$ cat config.mk
export PLATFORM = sky130hd
export DESIGN_NAME = calendar_date_day_number_converter_core
export DESIGN_NICKNAME = d
export VERILOG_FILES = /design/src/rtl/cdc_pkg.sv /design/src/rtl/calendar_date_day_number_converter_core.sv /design/src/rtl/cdc_front.sv /design/src/rtl/cdc_back.sv
export SDC_FILE = /design/constraint.sdc
export NUM_CORES = 2
export LEC_CHECK = 0
export BUFFER_PORTS_ARGS = -buffer_cell sky130_fd_sc_hd__buf_2
export CAP_MARGIN = 25
export CORE_ASPECT_RATIO = 2
export CORE_MARGIN = 2
export CORE_UTILIZATION = 65
export DETAILED_ROUTE_END_ITERATION = 16
export GPL_ROUTABILITY_DRIVEN = 0
export PLACE_DENSITY = 0.82
export SLEW_MARGIN = 20
export SYNTH_ARGS = -nofsm -noshare
export SYNTH_HDL_FRONTEND = slang
export SYNTH_SLANG_ARGS = --single-unit
$ cat constraint.sdc
create_clock -name clk -period 11.6 [get_ports clk]
set_clock_uncertainty 0.15 [all_clocks]
set_input_delay 2.32 -clock clk [delete_from_list [all_inputs] [get_ports clk]]
set_output_delay 2.32 -clock clk [all_outputs]
set_load 0.01 [all_outputs]
$ cat src/rtl/cdc_pkg.sv
`timescale 1ns / 1ps
// ----------------------------------------------------------------------------
// cdc_pkg
// Shared types, constants and constant-divisor helpers for the calendar date
// and day number converter.
// ----------------------------------------------------------------------------
package cdc_pkg;

  localparam logic FUNC_DATE_TO_JD = 1'b0;
  localparam logic FUNC_JD_TO_DATE = 1'b1;

  localparam logic [22:0] GREG_START_JD  = 23'd2299161;
  localparam logic [22:0] MAX_DAY_NUMBER = 23'd5373484;

  // Stage counts of the two halves of the datapath.
  localparam int FRONT_STAGES = 5;
  localparam int BACK_STAGES  = 4;
  localparam int NUM_STAGES   = FRONT_STAGES + BACK_STAGES;

  // Reciprocals for exact floor division of an n-bit value by a constant:
  // shift = n + clog2(divisor), factor = ceil(2^shift / divisor).
  localparam int K_146097 = 26 + $clog2(146097);
  localparam longint unsigned M_146097 =
      ((64'd1 << K_146097) + 64'd146096) / 64'd146097;
  localparam int K_1461 = 26 + $clog2(1461);
  localparam longint unsigned M_1461 = ((64'd1 << K_1461) + 64'd1460) / 64'd1461;
  localparam int K_100 = 15 + $clog2(100);
  localparam longint unsigned M_100 = ((64'd1 << K_100) + 64'd99) / 64'd100;
  localparam int K_7J = 23 + $clog2(7);
  localparam longint unsigned M_7J = ((64'd1 << K_7J) + 64'd6) / 64'd7;
  localparam int K_7S = 9 + $clog2(7);
  localparam longint unsigned M_7S = ((64'd1 << K_7S) + 64'd6) / 64'd7;
  localparam int K_153 = 11 + $clog2(153);
  localparam longint unsigned M_153 = ((64'd1 << K_153) + 64'd152) / 64'd153;

  typedef struct packed {
    logic        func;
    logic        oor;
    logic [14:0] year;
    logic [3:0]  month;
    logic [4:0]  day;
    logic [22:0] jd;
  } date_t;

  typedef struct packed {
    logic        valid_res;
    logic [22:0] day_number;
    logic [14:0] year;
    logic [3:0]  month;
    logic [4:0]  day;
    logic [2:0]  day_of_week;
    logic [8:0]  day_of_year;
    logic [5:0]  week_number;
    logic        leap_year;
  } res_t;

  function automatic logic [7:0] div_146097(input logic [25:0] x);
    logic [52:0] p;
    p = 53'(x) * 53'(M_146097);
    return 8'(p >> K_146097);
  endfunction

  function automatic logic [15:0] div_1461(input logic [25:0] x);
    logic [52:0] p;
    p = 53'(x) * 53'(M_1461);
    return 16'(p >> K_1461);
  endfunction

  function automatic logic [7:0] div_100(input logic [14:0] x);
    logic [31:0] p;
    p = 32'(x) * 32'(M_100);
    return 8'(p >> K_100);
  endfunction

  function automatic logic [20:0] div_7_jd(input logic [22:0] x);
    logic [47:0] p;
    p = 48'(x) * 48'(M_7J);
    return 21'(p >> K_7J);
  endfunction

  function automatic logic [6:0] div_7_small(input logic [8:0] x);
    logic [19:0] p;
    p = 20'(x) * 20'(M_7S);
    return 7'(p >> K_7S);
  endfunction

  function automatic logic [3:0] div_153(input logic [10:0] x);
    logic [23:0] p;
    p = 24'(x) * 24'(M_153);
    return 4'(p >> K_153);
  endfunction

  function automatic logic [4:0] month_len(input logic [3:0] m);
    logic [4:0] r;
    case (m)
      4'd1, 4'd3, 4'd5, 4'd7, 4'd8, 4'd10, 4'd12: r = 5'd31;
      4'd4, 4'd6, 4'd9, 4'd11:                     r = 5'd30;
      4'd2:                                        r = 5'd28;
      default:                                     r = 5'd0;
    endcase
    return r;
  endfunction

  // Days in the year before the first of month m, common year.
  function automatic logic [8:0] days_before(input logic [3:0] m);
    logic [8:0] r;
    case (m)
      4'd2:    r = 9'd31;
      4'd3:    r = 9'd59;
      4'd4:    r = 9'd90;
      4'd5:    r = 9'd120;
      4'd6:    r = 9'd151;
      4'd7:    r = 9'd181;
      4'd8:    r = 9'd212;
      4'd9:    r = 9'd243;
      4'd10:   r = 9'd273;
      4'd11:   r = 9'd304;
      4'd12:   r = 9'd334;
      default: r = 9'd0;
    endcase
    return r;
  endfunction

  // Days before month m of a year that starts in March (m = 0 is March).
  function automatic logic [8:0] march_offset(input logic [3:0] m);
    logic [8:0] r;
    case (m)
      4'd1:    r = 9'd31;
      4'd2:    r = 9'd61;
      4'd3:    r = 9'd92;
      4'd4:    r = 9'd122;
      4'd5:    r = 9'd153;
      4'd6:    r = 9'd184;
      4'd7:    r = 9'd214;
      4'd8:    r = 9'd245;
      4'd9:    r = 9'd275;
      4'd10:   r = 9'd306;
      4'd11:   r = 9'd337;
      default: r = 9'd0;
    endcase
    return r;
  endfunction

endpackage

$ cat src/rtl/calendar_date_day_number_converter_core.sv
`timescale 1ns / 1ps
// ----------------------------------------------------------------------------
// calendar_date_day_number_converter_core
// Converts dates to Julian day numbers and back, with weekday, day of year,
// ISO week and leap flag.
// ----------------------------------------------------------------------------
// The block takes one word per clock unless the output side stalls, and
// has nine register stages: an input register, four stages for the
// conversion and four for the calendar attributes, the last being the
// result register. Each stage holds a word until the next stage can take it,
// so a stalled output fills the empty stages before the input side is held,
// and the input is held while reset is asserted. tuser on the input selects
// the operation; tuser on the output is the valid flag, and an invalid date
// gives all fields zero.
module calendar_date_day_number_converter_core (
  input  logic        clk,
  input  logic        rst_n,
  input  logic        in_tvalid,
  output logic        in_tready,
  input  logic [47:0] in_tdata,   // year[14:0], month[18:15], day[23:19],
                                  // day_number_in[46:24], zero fill
  input  logic        in_tuser,   // func
  output logic        out_tvalid,
  input  logic        out_tready,
  output logic [71:0] out_tdata,  // day_number_out[22:0], year_out[37:23],
                                  // month_out[41:38], day_out[46:42],
                                  // day_of_week[49:47], day_of_year[58:50],
                                  // week_number[64:59], leap_year[65], zero fill
  output logic        out_tuser   // valid_res
);

  localparam int NS = cdc_pkg::NUM_STAGES;

  logic [NS-1:0]  vld_r, vld_nxt;
  logic [NS-1:0]  take;
  cdc_pkg::date_t date;
  cdc_pkg::res_t  res;

  // A stage loads when it is empty or its word moves on this cycle.
  always_comb begin
    take[NS-1] = !vld_r[NS-1] || out_tready;
    for (int i = NS - 2; i >= 0; i--) begin
      take[i] = !vld_r[i] || take[i+1];
    end
    vld_nxt[0] = take[0] ? in_tvalid : vld_r[0];
    for (int i = 1; i < NS; i++) begin
      vld_nxt[i] = take[i] ? vld_r[i-1] : vld_r[i];
    end
  end

  always_ff @(posedge clk) begin
    if (!rst_n) begin
      vld_r <= '0;
    end else begin
      vld_r <= vld_nxt;
    end
  end

  cdc_front u_front (
    .clk     (clk),
    .take_i  (take[cdc_pkg::FRONT_STAGES-1:0]),
    .func_i  (in_tuser),
    .year_i  (in_tdata[14:0]),
    .month_i (in_tdata[18:15]),
    .day_i   (in_tdata[23:19]),
    .jd_i    (in_tdata[46:24]),
    .date_o  (date)
  );

  cdc_back u_back (
    .clk    (clk),
    .take_i (take[NS-1:cdc_pkg::FRONT_STAGES]),
    .date_i (date),
    .res_o  (res)
  );

  assign in_tready  = take[0] && rst_n;
  assign out_tvalid = vld_r[NS-1];
  assign out_tuser  = res.valid_res;
  assign out_tdata  = {6'd0, res.leap_year, res.week_number, res.day_of_year,
                       res.day_of_week, res.day, res.month, res.year,
                       res.day_number};

endmodule

$ cat src/rtl/cdc_front.sv
`timescale 1ns / 1ps
// ----------------------------------------------------------------------------
// cdc_front
// Input register and four stages that turn either a date into its day number
// or a day number into its date, giving a date and day number for each word.
// ----------------------------------------------------------------------------
module cdc_front (
  input  logic                                 clk,
  input  logic [cdc_pkg::FRONT_STAGES-1:0]     take_i,
  input  logic                                 func_i,
  input  logic [14:0]                          year_i,
  input  logic [3:0]                           month_i,
  input  logic [4:0]                           day_i,
  input  logic [22:0]                          jd_i,
  output cdc_pkg::date_t                       date_o
);

  // Stage 0: input register.
  logic        f0_r;
  logic [14:0] yr0_r;
  logic [3:0]  mo0_r;
  logic [4:0]  dy0_r;
  logic [22:0] jdi0_r;

  always_ff @(posedge clk) begin
    if (take_i[0]) begin
      f0_r   <= func_i;
      yr0_r  <= year_i;
      mo0_r  <= month_i;
      dy0_r  <= day_i;
      jdi0_r <= jd_i;
    end
  end

  // Stage 1: March-based year and month, century quotient, and the
  // 400-year cycle quotient for the Gregorian correction.
  logic signed [15:0] yy1, yb1;
  logic               a1;
  logic [3:0]         mm1_nxt;
  logic               greg0_nxt;
  logic [25:0]        x1;

  logic        f1_r, greg0_1_r, greg1_r, oor1_r;
  logic [14:0] yr1_r, yb1_r;
  logic [3:0]  mo1_r, mm1_r;
  logic [4:0]  dy1_r;
  logic [22:0] jdi1_r;
  logic [7:0]  q100_1_r, qc1_r;

  always_comb begin
    yy1       = $signed({yr0_r[14], yr0_r}) + $signed({15'd0, yr0_r[14]});
    a1        = (mo0_r < 4'd3);
    yb1       = yy1 + 16'sd4800 - $signed({15'd0, a1});
    mm1_nxt   = a1 ? (mo0_r + 4'd9) : (mo0_r - 4'd3);
    greg0_nxt = ($signed(yr0_r) > 15'sd1582) ||
                (($signed(yr0_r) == 15'sd1582) &&
                 ((mo0_r > 4'd10) || ((mo0_r == 4'd10) && (dy0_r >= 5'd15))));
    x1        = {1'b0, jdi0_r, 2'b00} + 26'd274277;
  end

  always_ff @(posedge clk) begin
    if (take_i[1]) begin
      f1_r      <= f0_r;
      yr1_r     <= yr0_r;
      mo1_r     <= mo0_r;
      dy1_r     <= dy0_r;
      jdi1_r    <= jdi0_r;
      yb1_r     <= yb1[14:0];
      mm1_r     <= mm1_nxt;
      q100_1_r  <= cdc_pkg::div_100(yb1[14:0]);
      greg0_1_r <= greg0_nxt;
      qc1_r     <= cdc_pkg::div_146097(x1);
      greg1_r   <= (jdi0_r >= cdc_pkg::GREG_START_JD);
      oor1_r    <= (jdi0_r > cdc_pkg::MAX_DAY_NUMBER);
    end
  end

  // Stage 2: day number of the input date; shifted Julian day count and its
  // four-year cycle quotient.
  logic [25:0] sum2, jd0w;
  logic [9:0]  q3;
  logic [23:0] jj2;
  logic [25:0] xd2;

  logic        f2_r, oor2_r;
  logic [14:0] yr2_r;
  logic [3:0]  mo2_r;
  logic [4:0]  dy2_r;
  logic [22:0] jdi2_r, jd0_2_r;
  logic [23:0] jj2_r;
  logic [15:0] dq2_r;

  always_comb begin
    sum2 = 26'(dy1_r) + 26'(cdc_pkg::march_offset(mm1_r)) +
           26'(yb1_r) * 26'd365 + 26'(yb1_r[14:2]);
    if (greg0_1_r) begin
      jd0w = sum2 - 26'(q100_1_r) + 26'(q100_1_r[7:2]) - 26'd32045;
    end else begin
      jd0w = sum2 - 26'd32083;
    end
    q3  = 10'(qc1_r) * 10'd3;
    jj2 = 24'(jdi1_r) + 24'd32082;
    if (greg1_r) begin
      jj2 = jj2 + 24'(q3[9:2]) - 24'd38;
    end
    xd2 = {jj2, 2'b11};
  end

  always_ff @(posedge clk) begin
    if (take_i[2]) begin
      f2_r    <= f1_r;
      oor2_r  <= oor1_r;
      yr2_r   <= yr1_r;
      mo2_r   <= mo1_r;
      dy2_r   <= dy1_r;
      jdi2_r  <= jdi1_r;
      jd0_2_r <= jd0w[22:0];
      jj2_r   <= jj2;
      dq2_r   <= cdc_pkg::div_1461(xd2);
    end
  end

  // Stage 3: day within the March-based year.
  logic [26:0] p3;
  logic [23:0] e3w;

  logic        f3_r, oor3_r;
  logic [14:0] yr3_r;
  logic [3:0]  mo3_r;
  logic [4:0]  dy3_r;
  logic [22:0] jdi3_r, jd0_3_r;
  logic [15:0] dq3_r;
  logic [8:0]  e3_r;

  always_comb begin
    p3  = 27'(dq2_r) * 27'd1461;
    e3w = jj2_r - 24'(p3[26:2]);
  end

  always_ff @(posedge clk) begin
    if (take_i[3]) begin
      f3_r    <= f2_r;
      oor3_r  <= oor2_r;
      yr3_r   <= yr2_r;
      mo3_r   <= mo2_r;
      dy3_r   <= dy2_r;
      jdi3_r  <= jdi2_r;
      jd0_3_r <= jd0_2_r;
      dq3_r   <= dq2_r;
      e3_r    <= e3w[8:0];
    end
  end

  // Stage 4: month, day and year of the day number; pick the result date.
  logic [3:0]         m4;
  logic               hi4;
  logic [8:0]         dd4;
  logic signed [16:0] yv4;
  cdc_pkg::date_t     date_nxt;
  cdc_pkg::date_t     date_r;

  always_comb begin
    m4  = cdc_pkg::div_153(11'(e3_r) * 11'd5 + 11'd2);
    hi4 = (m4 >= 4'd10);
    dd4 = e3_r - cdc_pkg::march_offset(m4) + 9'd1;
    yv4 = $signed({1'b0, dq3_r}) - 17'sd4800 + $signed({16'd0, hi4});
    // There is no year zero: count BC years from -1.
    if (yv4 <= 17'sd0) begin
      yv4 = yv4 - 17'sd1;
    end
    date_nxt.func = f3_r;
    if (f3_r == cdc_pkg::FUNC_JD_TO_DATE) begin
      date_nxt.oor   = oor3_r;
      date_nxt.year  = yv4[14:0];
      date_nxt.month = hi4 ? (m4 - 4'd9) : (m4 + 4'd3);
      date_nxt.day   = dd4[4:0];
      date_nxt.jd    = jdi3_r;
    end else begin
      date_nxt.oor   = 1'b0;
      date_nxt.year  = yr3_r;
      date_nxt.month = mo3_r;
      date_nxt.day   = dy3_r;
      date_nxt.jd    = jd0_3_r;
    end
  end

  always_ff @(posedge clk) begin
    if (take_i[4]) begin
      date_r <= date_nxt;
    end
  end

  assign date_o = date_r;

endmodule

$ cat src/rtl/cdc_back.sv
`timescale 1ns / 1ps
// ----------------------------------------------------------------------------
// cdc_back
// Four stages that check a date and derive its weekday, day of year, ISO
// week and leap flag; the last stage is the result register.
// ----------------------------------------------------------------------------
module cdc_back (
  input  logic                               clk,
  input  logic [cdc_pkg::BACK_STAGES-1:0]    take_i,
  input  cdc_pkg::date_t                     date_i,
  output cdc_pkg::res_t                      res_o
);

  // Stage 1: century quotient of the year and weekday quotient of the day.
  cdc_pkg::date_t d1_r;
  logic [7:0]     q100_r;
  logic [20:0]    q7_r;

  always_ff @(posedge clk) begin
    if (take_i[0]) begin
      d1_r   <= date_i;
      q100_r <= cdc_pkg::div_100(date_i.year);
      q7_r   <= cdc_pkg::div_7_jd(date_i.jd);
    end
  end

  // Stage 2: leap rules, date check, weekday and day of year.
  logic signed [14:0] y2;
  logic [14:0]        r100w;
  logic [6:0]         r100;
  logic [15:0]        yj;
  logic               gleap, pleap, jleap, leap2, greg2, gap2, dok2, ok2;
  logic [4:0]         mlen;
  logic [22:0]        wdw;
  logic [8:0]         doyg2;

  cdc_pkg::date_t d2_r;
  logic           ok2_r, leap2_r, pleap2_r, greg2_r;
  logic [2:0]     wd2_r;
  logic [8:0]     doy2_r, doyg2_r;

  always_comb begin
    y2    = $signed(d1_r.year);
    r100w = d1_r.year - 15'(q100_r) * 15'd100;
    r100  = r100w[6:0];
    gleap = (d1_r.year[1:0] == 2'd0) && ((r100 != 7'd0) || (q100_r[1:0] == 2'd0));
    // Gregorian leap flag of the year before.
    pleap = (d1_r.year[1:0] == 2'd1) && ((r100 != 7'd1) || (q100_r[1:0] == 2'd0));
    yj    = {d1_r.year[14], d1_r.year} + {15'd0, d1_r.year[14]};
    jleap = (yj[1:0] == 2'd0);
    leap2 = (y2 < 15'sd1582) ? jleap : gleap;
    greg2 = (y2 > 15'sd1582) ||
            ((y2 == 15'sd1582) && ((d1_r.month > 4'd10) ||
             ((d1_r.month == 4'd10) && (d1_r.day >= 5'd15))));
    gap2  = (y2 == 15'sd1582) && (d1_r.month == 4'd10) &&
            (d1_r.day > 5'd4) && (d1_r.day < 5'd15);
    mlen  = (d1_r.month == 4'd2) ? (leap2 ? 5'd29 : 5'd28) : cdc_pkg::month_len(d1_r.month);
    dok2  = (y2 != 15'sd0) && (y2 >= -15'sd4713) && (d1_r.month >= 4'd1) &&
            (d1_r.month <= 4'd12) && !gap2 && (d1_r.day >= 5'd1) && (d1_r.day <= mlen);
    ok2   = (d1_r.func == cdc_pkg::FUNC_JD_TO_DATE) ? !d1_r.oor : dok2;
    wdw   = d1_r.jd - 23'(q7_r) * 23'd7;
    doyg2 = cdc_pkg::days_before(d1_r.month) + 9'(d1_r.day) +
            9'(leap2 && (d1_r.month > 4'd2));
  end

  always_ff @(posedge clk) begin
    if (take_i[1]) begin
      d2_r     <= d1_r;
      ok2_r    <= ok2;
      leap2_r  <= leap2;
      pleap2_r <= pleap;
      greg2_r  <= greg2;
      wd2_r    <= wdw[2:0];
      doyg2_r  <= doyg2;
      // The year of the calendar change lost ten days in October.
      doy2_r   <= (greg2 && (y2 == 15'sd1582)) ? (doyg2 - 9'd10) : doyg2;
    end
  end

  // Stage 3: weekday of January 1 and the raw ISO week.
  logic [8:0] x1, x2;
  logic [6:0] q1, w3;
  logic [8:0] j0w;

  cdc_pkg::date_t d3_r;
  logic           ok3_r, leap3_r, pleap3_r, greg3_r;
  logic [2:0]     wd3_r, j0_r;
  logic [8:0]     doy3_r;
  logic [5:0]     w3_r;

  always_comb begin
    x1  = 9'(wd2_r) + 9'd372 - doyg2_r;
    q1  = cdc_pkg::div_7_small(x1);
    j0w = x1 - 9'(q1) * 9'd7;
    x2  = doyg2_r + 9'd9 - 9'(wd2_r);
    w3  = cdc_pkg::div_7_small(x2);
  end

  always_ff @(posedge clk) begin
    if (take_i[2]) begin
      d3_r     <= d2_r;
      ok3_r    <= ok2_r;
      leap3_r  <= leap2_r;
      pleap3_r <= pleap2_r;
      greg3_r  <= greg2_r;
      wd3_r    <= wd2_r;
      doy3_r   <= doy2_r;
      j0_r     <= j0w[2:0];
      w3_r     <= w3[5:0];
    end
  end

  // Stage 4: fold the ISO week into the neighboring years; result register.
  logic          cur53, prev53;
  logic [2:0]    dec31;
  logic [5:0]    wk;
  cdc_pkg::res_t res_nxt;
  cdc_pkg::res_t res_r;

  always_comb begin
    // A year has 53 ISO weeks when it starts on Thursday, or on Wednesday
    // in a leap year. Weekdays here count from Monday as zero.
    cur53  = (j0_r == 3'd3) || (leap3_r && (j0_r == 3'd2));
    dec31  = (j0_r == 3'd0) ? 3'd6 : (j0_r - 3'd1);
    prev53 = (dec31 == 3'd3) || (pleap3_r && (dec31 == 3'd4));
    if (!greg3_r) begin
      wk = 6'd0;
    end else if (w3_r == 6'd0) begin
      wk = prev53 ? 6'd53 : 6'd52;
    end else if ((w3_r == 6'd53) && !cur53) begin
      wk = 6'd1;
    end else begin
      wk = w3_r;
    end
    res_nxt = '0;
    if (ok3_r) begin
      res_nxt.valid_res   = 1'b1;
      res_nxt.day_number  = d3_r.jd;
      res_nxt.year        = d3_r.year;
      res_nxt.month       = d3_r.month;
      res_nxt.day         = d3_r.day;
      res_nxt.day_of_week = wd3_r + 3'd1;
      res_nxt.day_of_year = doy3_r;
      res_nxt.week_number = wk;
      res_nxt.leap_year   = leap3_r;
    end
  end

  always_ff @(posedge clk) begin
    if (take_i[3]) begin
      res_r <= res_nxt;
    end
  end

  assign res_o = res_r;

endmodule

==> results by stage <==
GRT:
- The overflow left after global routing is 0.
- The via count of the first global-routing pass is 51400.
- In the global route stage, overall resource usage came out at 0.324.
- The first-pass GRT wire length is 269 mm.
- The number of antenna violations at the first check in global routing is 4.
- Entering global routing, the biggest net connects 74 pins.

Final layout:
- Excluding fillers, the count of instances in the completed layout stands at between 7000 and 8000.
- In the layout the commonest cells are 1518 x sky130_fd_sc_hd__inv_1, 1225 x sky130_fd_sc_hd__ha_1, 834 x sky130_fd_sc_hd__fa_1.
- The leading cell type in the layout, fill and taps excluded is sky130_fd_sc_hd__inv_1.
- In the final layout, the share of cells above drive strength 1 is 0.0648.
- The flip-flop and latch area is 0.0199 mm2.
- The layout overhead on the synthesized area is 7.18%.
- At the end of the flow, the number of nets in the layout was 8464.
- The fill cell instance count of the final layout is 7087.
- The multi-input logic area is 0.0439 mm2.

Timing:
- In the final timing run, aggregate negative setup slack is 0 ns.
- The final hold slack is 0.244 ns.
- The final cycle utilization of the critical path is 0.962.
- In the post-route analysis, the smallest setup slack over all paths is 0.436 ns.
- The final setup violation count is 0.
- The count of pins over their slew limit is 0.
- The shortest period the worst path allows is 11.16 ns.
- Setup repair after global routing could not meet its margin everywhere.
- For this run, the top clock speed supported by timing is 89.6 MHz.
- The number of hold violations in the final report came to 0.
- At the pin with the least slew margin, the transition time is 1.11 ns.
- The worst-case headroom to the max-slew limit is 0.252.

Floorplanning:
- The effective utilization at floorplan is 0.656.
- The core region is 0.106 mm2.
- The die is 235 um wide.
- The floorplan step defined a die boundary enclosing 0.110 mm2.
- The count of boundary I/O pins is 128.
- The total number of placement rows is 169.
- The vertical die dimension is 467 um.

Worst setup path:
- Along the worst path, the maximum fanout reaches 5.
- Data arrives at the worst endpoint at 11.40 ns.
- The internal reg-to-reg setup slack is 0.44 ns.
- The category of the most critical setup path is reg2reg.
- The most numerous cell on the critical path is sky130_fd_sc_hd__ha_1.
- The slowest cell on the critical path is sky130_fd_sc_hd__fa_2.
- STA classifies the critical path endpoint as a flip-flop.
- The largest incremental delay on the critical path is approximately 0.7 ns.
- The required time at the worst-slack endpoint is roughly 12 ns.
- STA classifies the critical path startpoint as a flip-flop.

Synth:
- The synthesized area per cell is approximately 11 um2.
- The count of synthesis-stage warnings from yosys is 0.
- Of the total synthesized cell area, the portion taken by AND, OR, NAND and NOR gates is 0.0534.
- For this run, asynchronously set or reset flops after synthesis account for 0.
- The number of standard cells after synthesis is 6110.
- The top cell type by total area after synthesis is sky130_fd_sc_hd__edfxtp_1.
- By area the synthesized netlist is led by sky130_fd_sc_hd__edfxtp_1 28%, sky130_fd_sc_hd__fa_1 24%, sky130_fd_sc_hd__ha_1 22%.
- The portion of synthesized cell area occupied by the leading cell type is 0.278.
- The share of synthesized area occupied by flip-flops and latches is 0.286.
- In this run, synthesis produced a sequential element count of 674.
- The post-synthesis share of cell area spent on full adders, half adders and majority gates is 0.462.
- Synthesis instantiated ~90 different standard cells from the library.
- The synthesized design contains 644 enable-type register cells.
- The mux cell area share after synthesis is 0.00937.
- After synthesis, the largest family of logic cells by area is adder cells.
- The post-synthesis compound-gate area fraction came to 0.0627.
- Of the total synthesized cell area, the portion taken by XOR and XNOR cells is 0.0408.
- In the synthesized netlist the dominant register cell turns out to be sky130_fd_sc_hd__edfxtp_1.
- The summed instance area of the synthesized netlist is 0.0696 mm2.

Place:
- The number of placed instances with taps included is 7648.
- The number of port buffers is 120.
- The worst slack at placement is 0.199 ns.
- Once detailed placement completed, the half-perimeter wirelength came to ~140 mm.

Clock network:
- The clock sink count is 674.
- The clock tree root buffer cell is sky130_fd_sc_hd__clkbuf_16.
- The count of H-tree levels built during CTS is 2.
- Buffers inserted to repair hold after CTS numbered 0.
- The maximum number of buffers from clock root to sink is 3.
- The CTS tree is done.
- The clock transition at the registers of the reported paths is 0.07 ns.
- Buffers inserted during clock tree synthesis total 57.
- The latest clock arrival within the worst-skew pair is roughly 0.66 ns.

Routing:
- The residual DRC count is 0.
- For this block, the via count after detailed routing is 45700.
- The detailed-router iteration count before antenna repair is 5.
- The via density per instance is a little under 6.
- The final routed wirelength across all metal layers is 172 mm.
- The average wire per cell in the routed design is approximately 22 um.
- The sum of routed wire segments on met1 is 50.5 mm.
- Routed signal wires occupy layers up through met4.
- The length of routed met3 wiring is 10.0 mm.
- The routed length on met2 is 92.1 mm.
- In this run the remaining antenna-violating nets after routing total 0.
- In this run, the number of DRC markers left after iteration 0 of detailed routing was 2532.

Worst hold path:
- The worst min-delay path category is reg2reg.

Run status:
- The flow ran to the end, and the final reports show no timing, DRC or antenna violations.

Job:
- The number of max-capacitance violations reported is 0.
## flip-flops by register name (all words and copies together) (netlist names), 23 cells and up, named ones only
signal	flops
u_front.date_o	49
u_front.jdi1_r	23
u_back.res_o	67
u_back.d3_r	47
u_front.jdi3_r	23
u_back.d2_r	47
u_back.d1_r	34
u_front.jdi2_r	23
u_front.jd0_2_r	23
u_front.jd0_3_r	23
u_front.jdi0_r	23
## critical path: cells and delay by family (launching register included)
family / cells / cell delay [ns]
DFF: 1 / 0.45
adders and majority gates: 12 / 4.45
and+or+nand+nor: 8 / 1.29
AOI/OAI and AO/OA: 18 / 3.15
xor gates and xnor gates: 2 / 0.34
muxes: 1 / 0.19
buffers and inverters: 8 / 0.90
## routing by layer
metal	global-route usage	up-vias
met4	0.302	0
met1	0.285	22400
met5	0	-
met3	0.0650	1015
li1	-	20400
met2	0.605	1838
## cells by family after synthesis
logic type | Yosys count
other | 1
flip-flops | 674
XOR/XNOR | 324
AO/OA/AOI/OAI | 676
AND/OR/NAND/NOR | 738
buffers and inverters | 1570
multiplexers | 60
adder cells (fa/ha/maj) | 2067
## worst paths after layout
kind | startpoint | end | cells after the start
max | u_front.qc1_r[2] | u_front.dq2_r[15] | 49
min | u_back.d2_r[25] | u_back.d3_r[25] | 0
max reg2reg | u_front.qc1_r[2] | u_front.dq2_r[15] | 49
min reg2reg | u_back.d2_r[25] | u_back.d3_r[25] | 0
## final cells by class
| class | instances | share of cell area |
|---|---|---|
| multi-input cells | 3871 | 0.588 |
| flip-flops and latches | 674 | 0.267 |
| inverters | 1527 | 0.0769 |
| well taps | 1368 | 0.0229 |
| clock buffers | 65 | 0.0197 |
| repair buffers | 213 | 0.0175 |
| clock inverters | 43 | 0.00709 |
| diodes | 5 | 0.000168 |
## synthesized netlist by cell type (18+ instances only)
master	count
sky130_fd_sc_hd__nor4_1	19
sky130_fd_sc_hd__nand2b_1	26
sky130_fd_sc_hd__mux2i_1	19
sky130_fd_sc_hd__nand2_1	149
sky130_fd_sc_hd__mux2_2	41
sky130_fd_sc_hd__nor3_1	71
sky130_fd_sc_hd__o21ai_0	120
sky130_fd_sc_hd__o21a_1	41
sky130_fd_sc_hd__a21oi_1	206
sky130_fd_sc_hd__nor2_1	182
sky130_fd_sc_hd__nand4_1	32
sky130_fd_sc_hd__dfxtp_1	30
sky130_fd_sc_hd__xor2_1	114
sky130_fd_sc_hd__nor2b_1	43
sky130_fd_sc_hd__o21bai_1	38
sky130_fd_sc_hd__edfxtp_1	644
sky130_fd_sc_hd__and2_1	75
sky130_fd_sc_hd__nand3_1	53
sky130_fd_sc_hd__ha_1	1227
sky130_fd_sc_hd__inv_1	1523
sky130_fd_sc_hd__a211oi_1	22
sky130_fd_sc_hd__a21o_1	94
sky130_fd_sc_hd__fa_1	840
sky130_fd_sc_hd__and3_1	28
sky130_fd_sc_hd__xnor2_1	210
sky130_fd_sc_hd__clkbuf_1	31
sky130_fd_sc_hd__o21ai_1	18
## repair_timing
item | in CTS | in global routing
setup endpoints to repair | 0 | 28
resized for setup | 0 | 25
setup buffers | 0 | 4
## through the flow
step,util,area (um2)
final,0.703,74600
after global routing,0.703,74600
after floorplan,-,69600
after CTS,0.701,74400
after detailed placement,0.682,72400
after global placement,0.682,72400
Power is not shown: default switching activity piles up to over one toggle a cycle in this logic, so the estimate is an artifact.
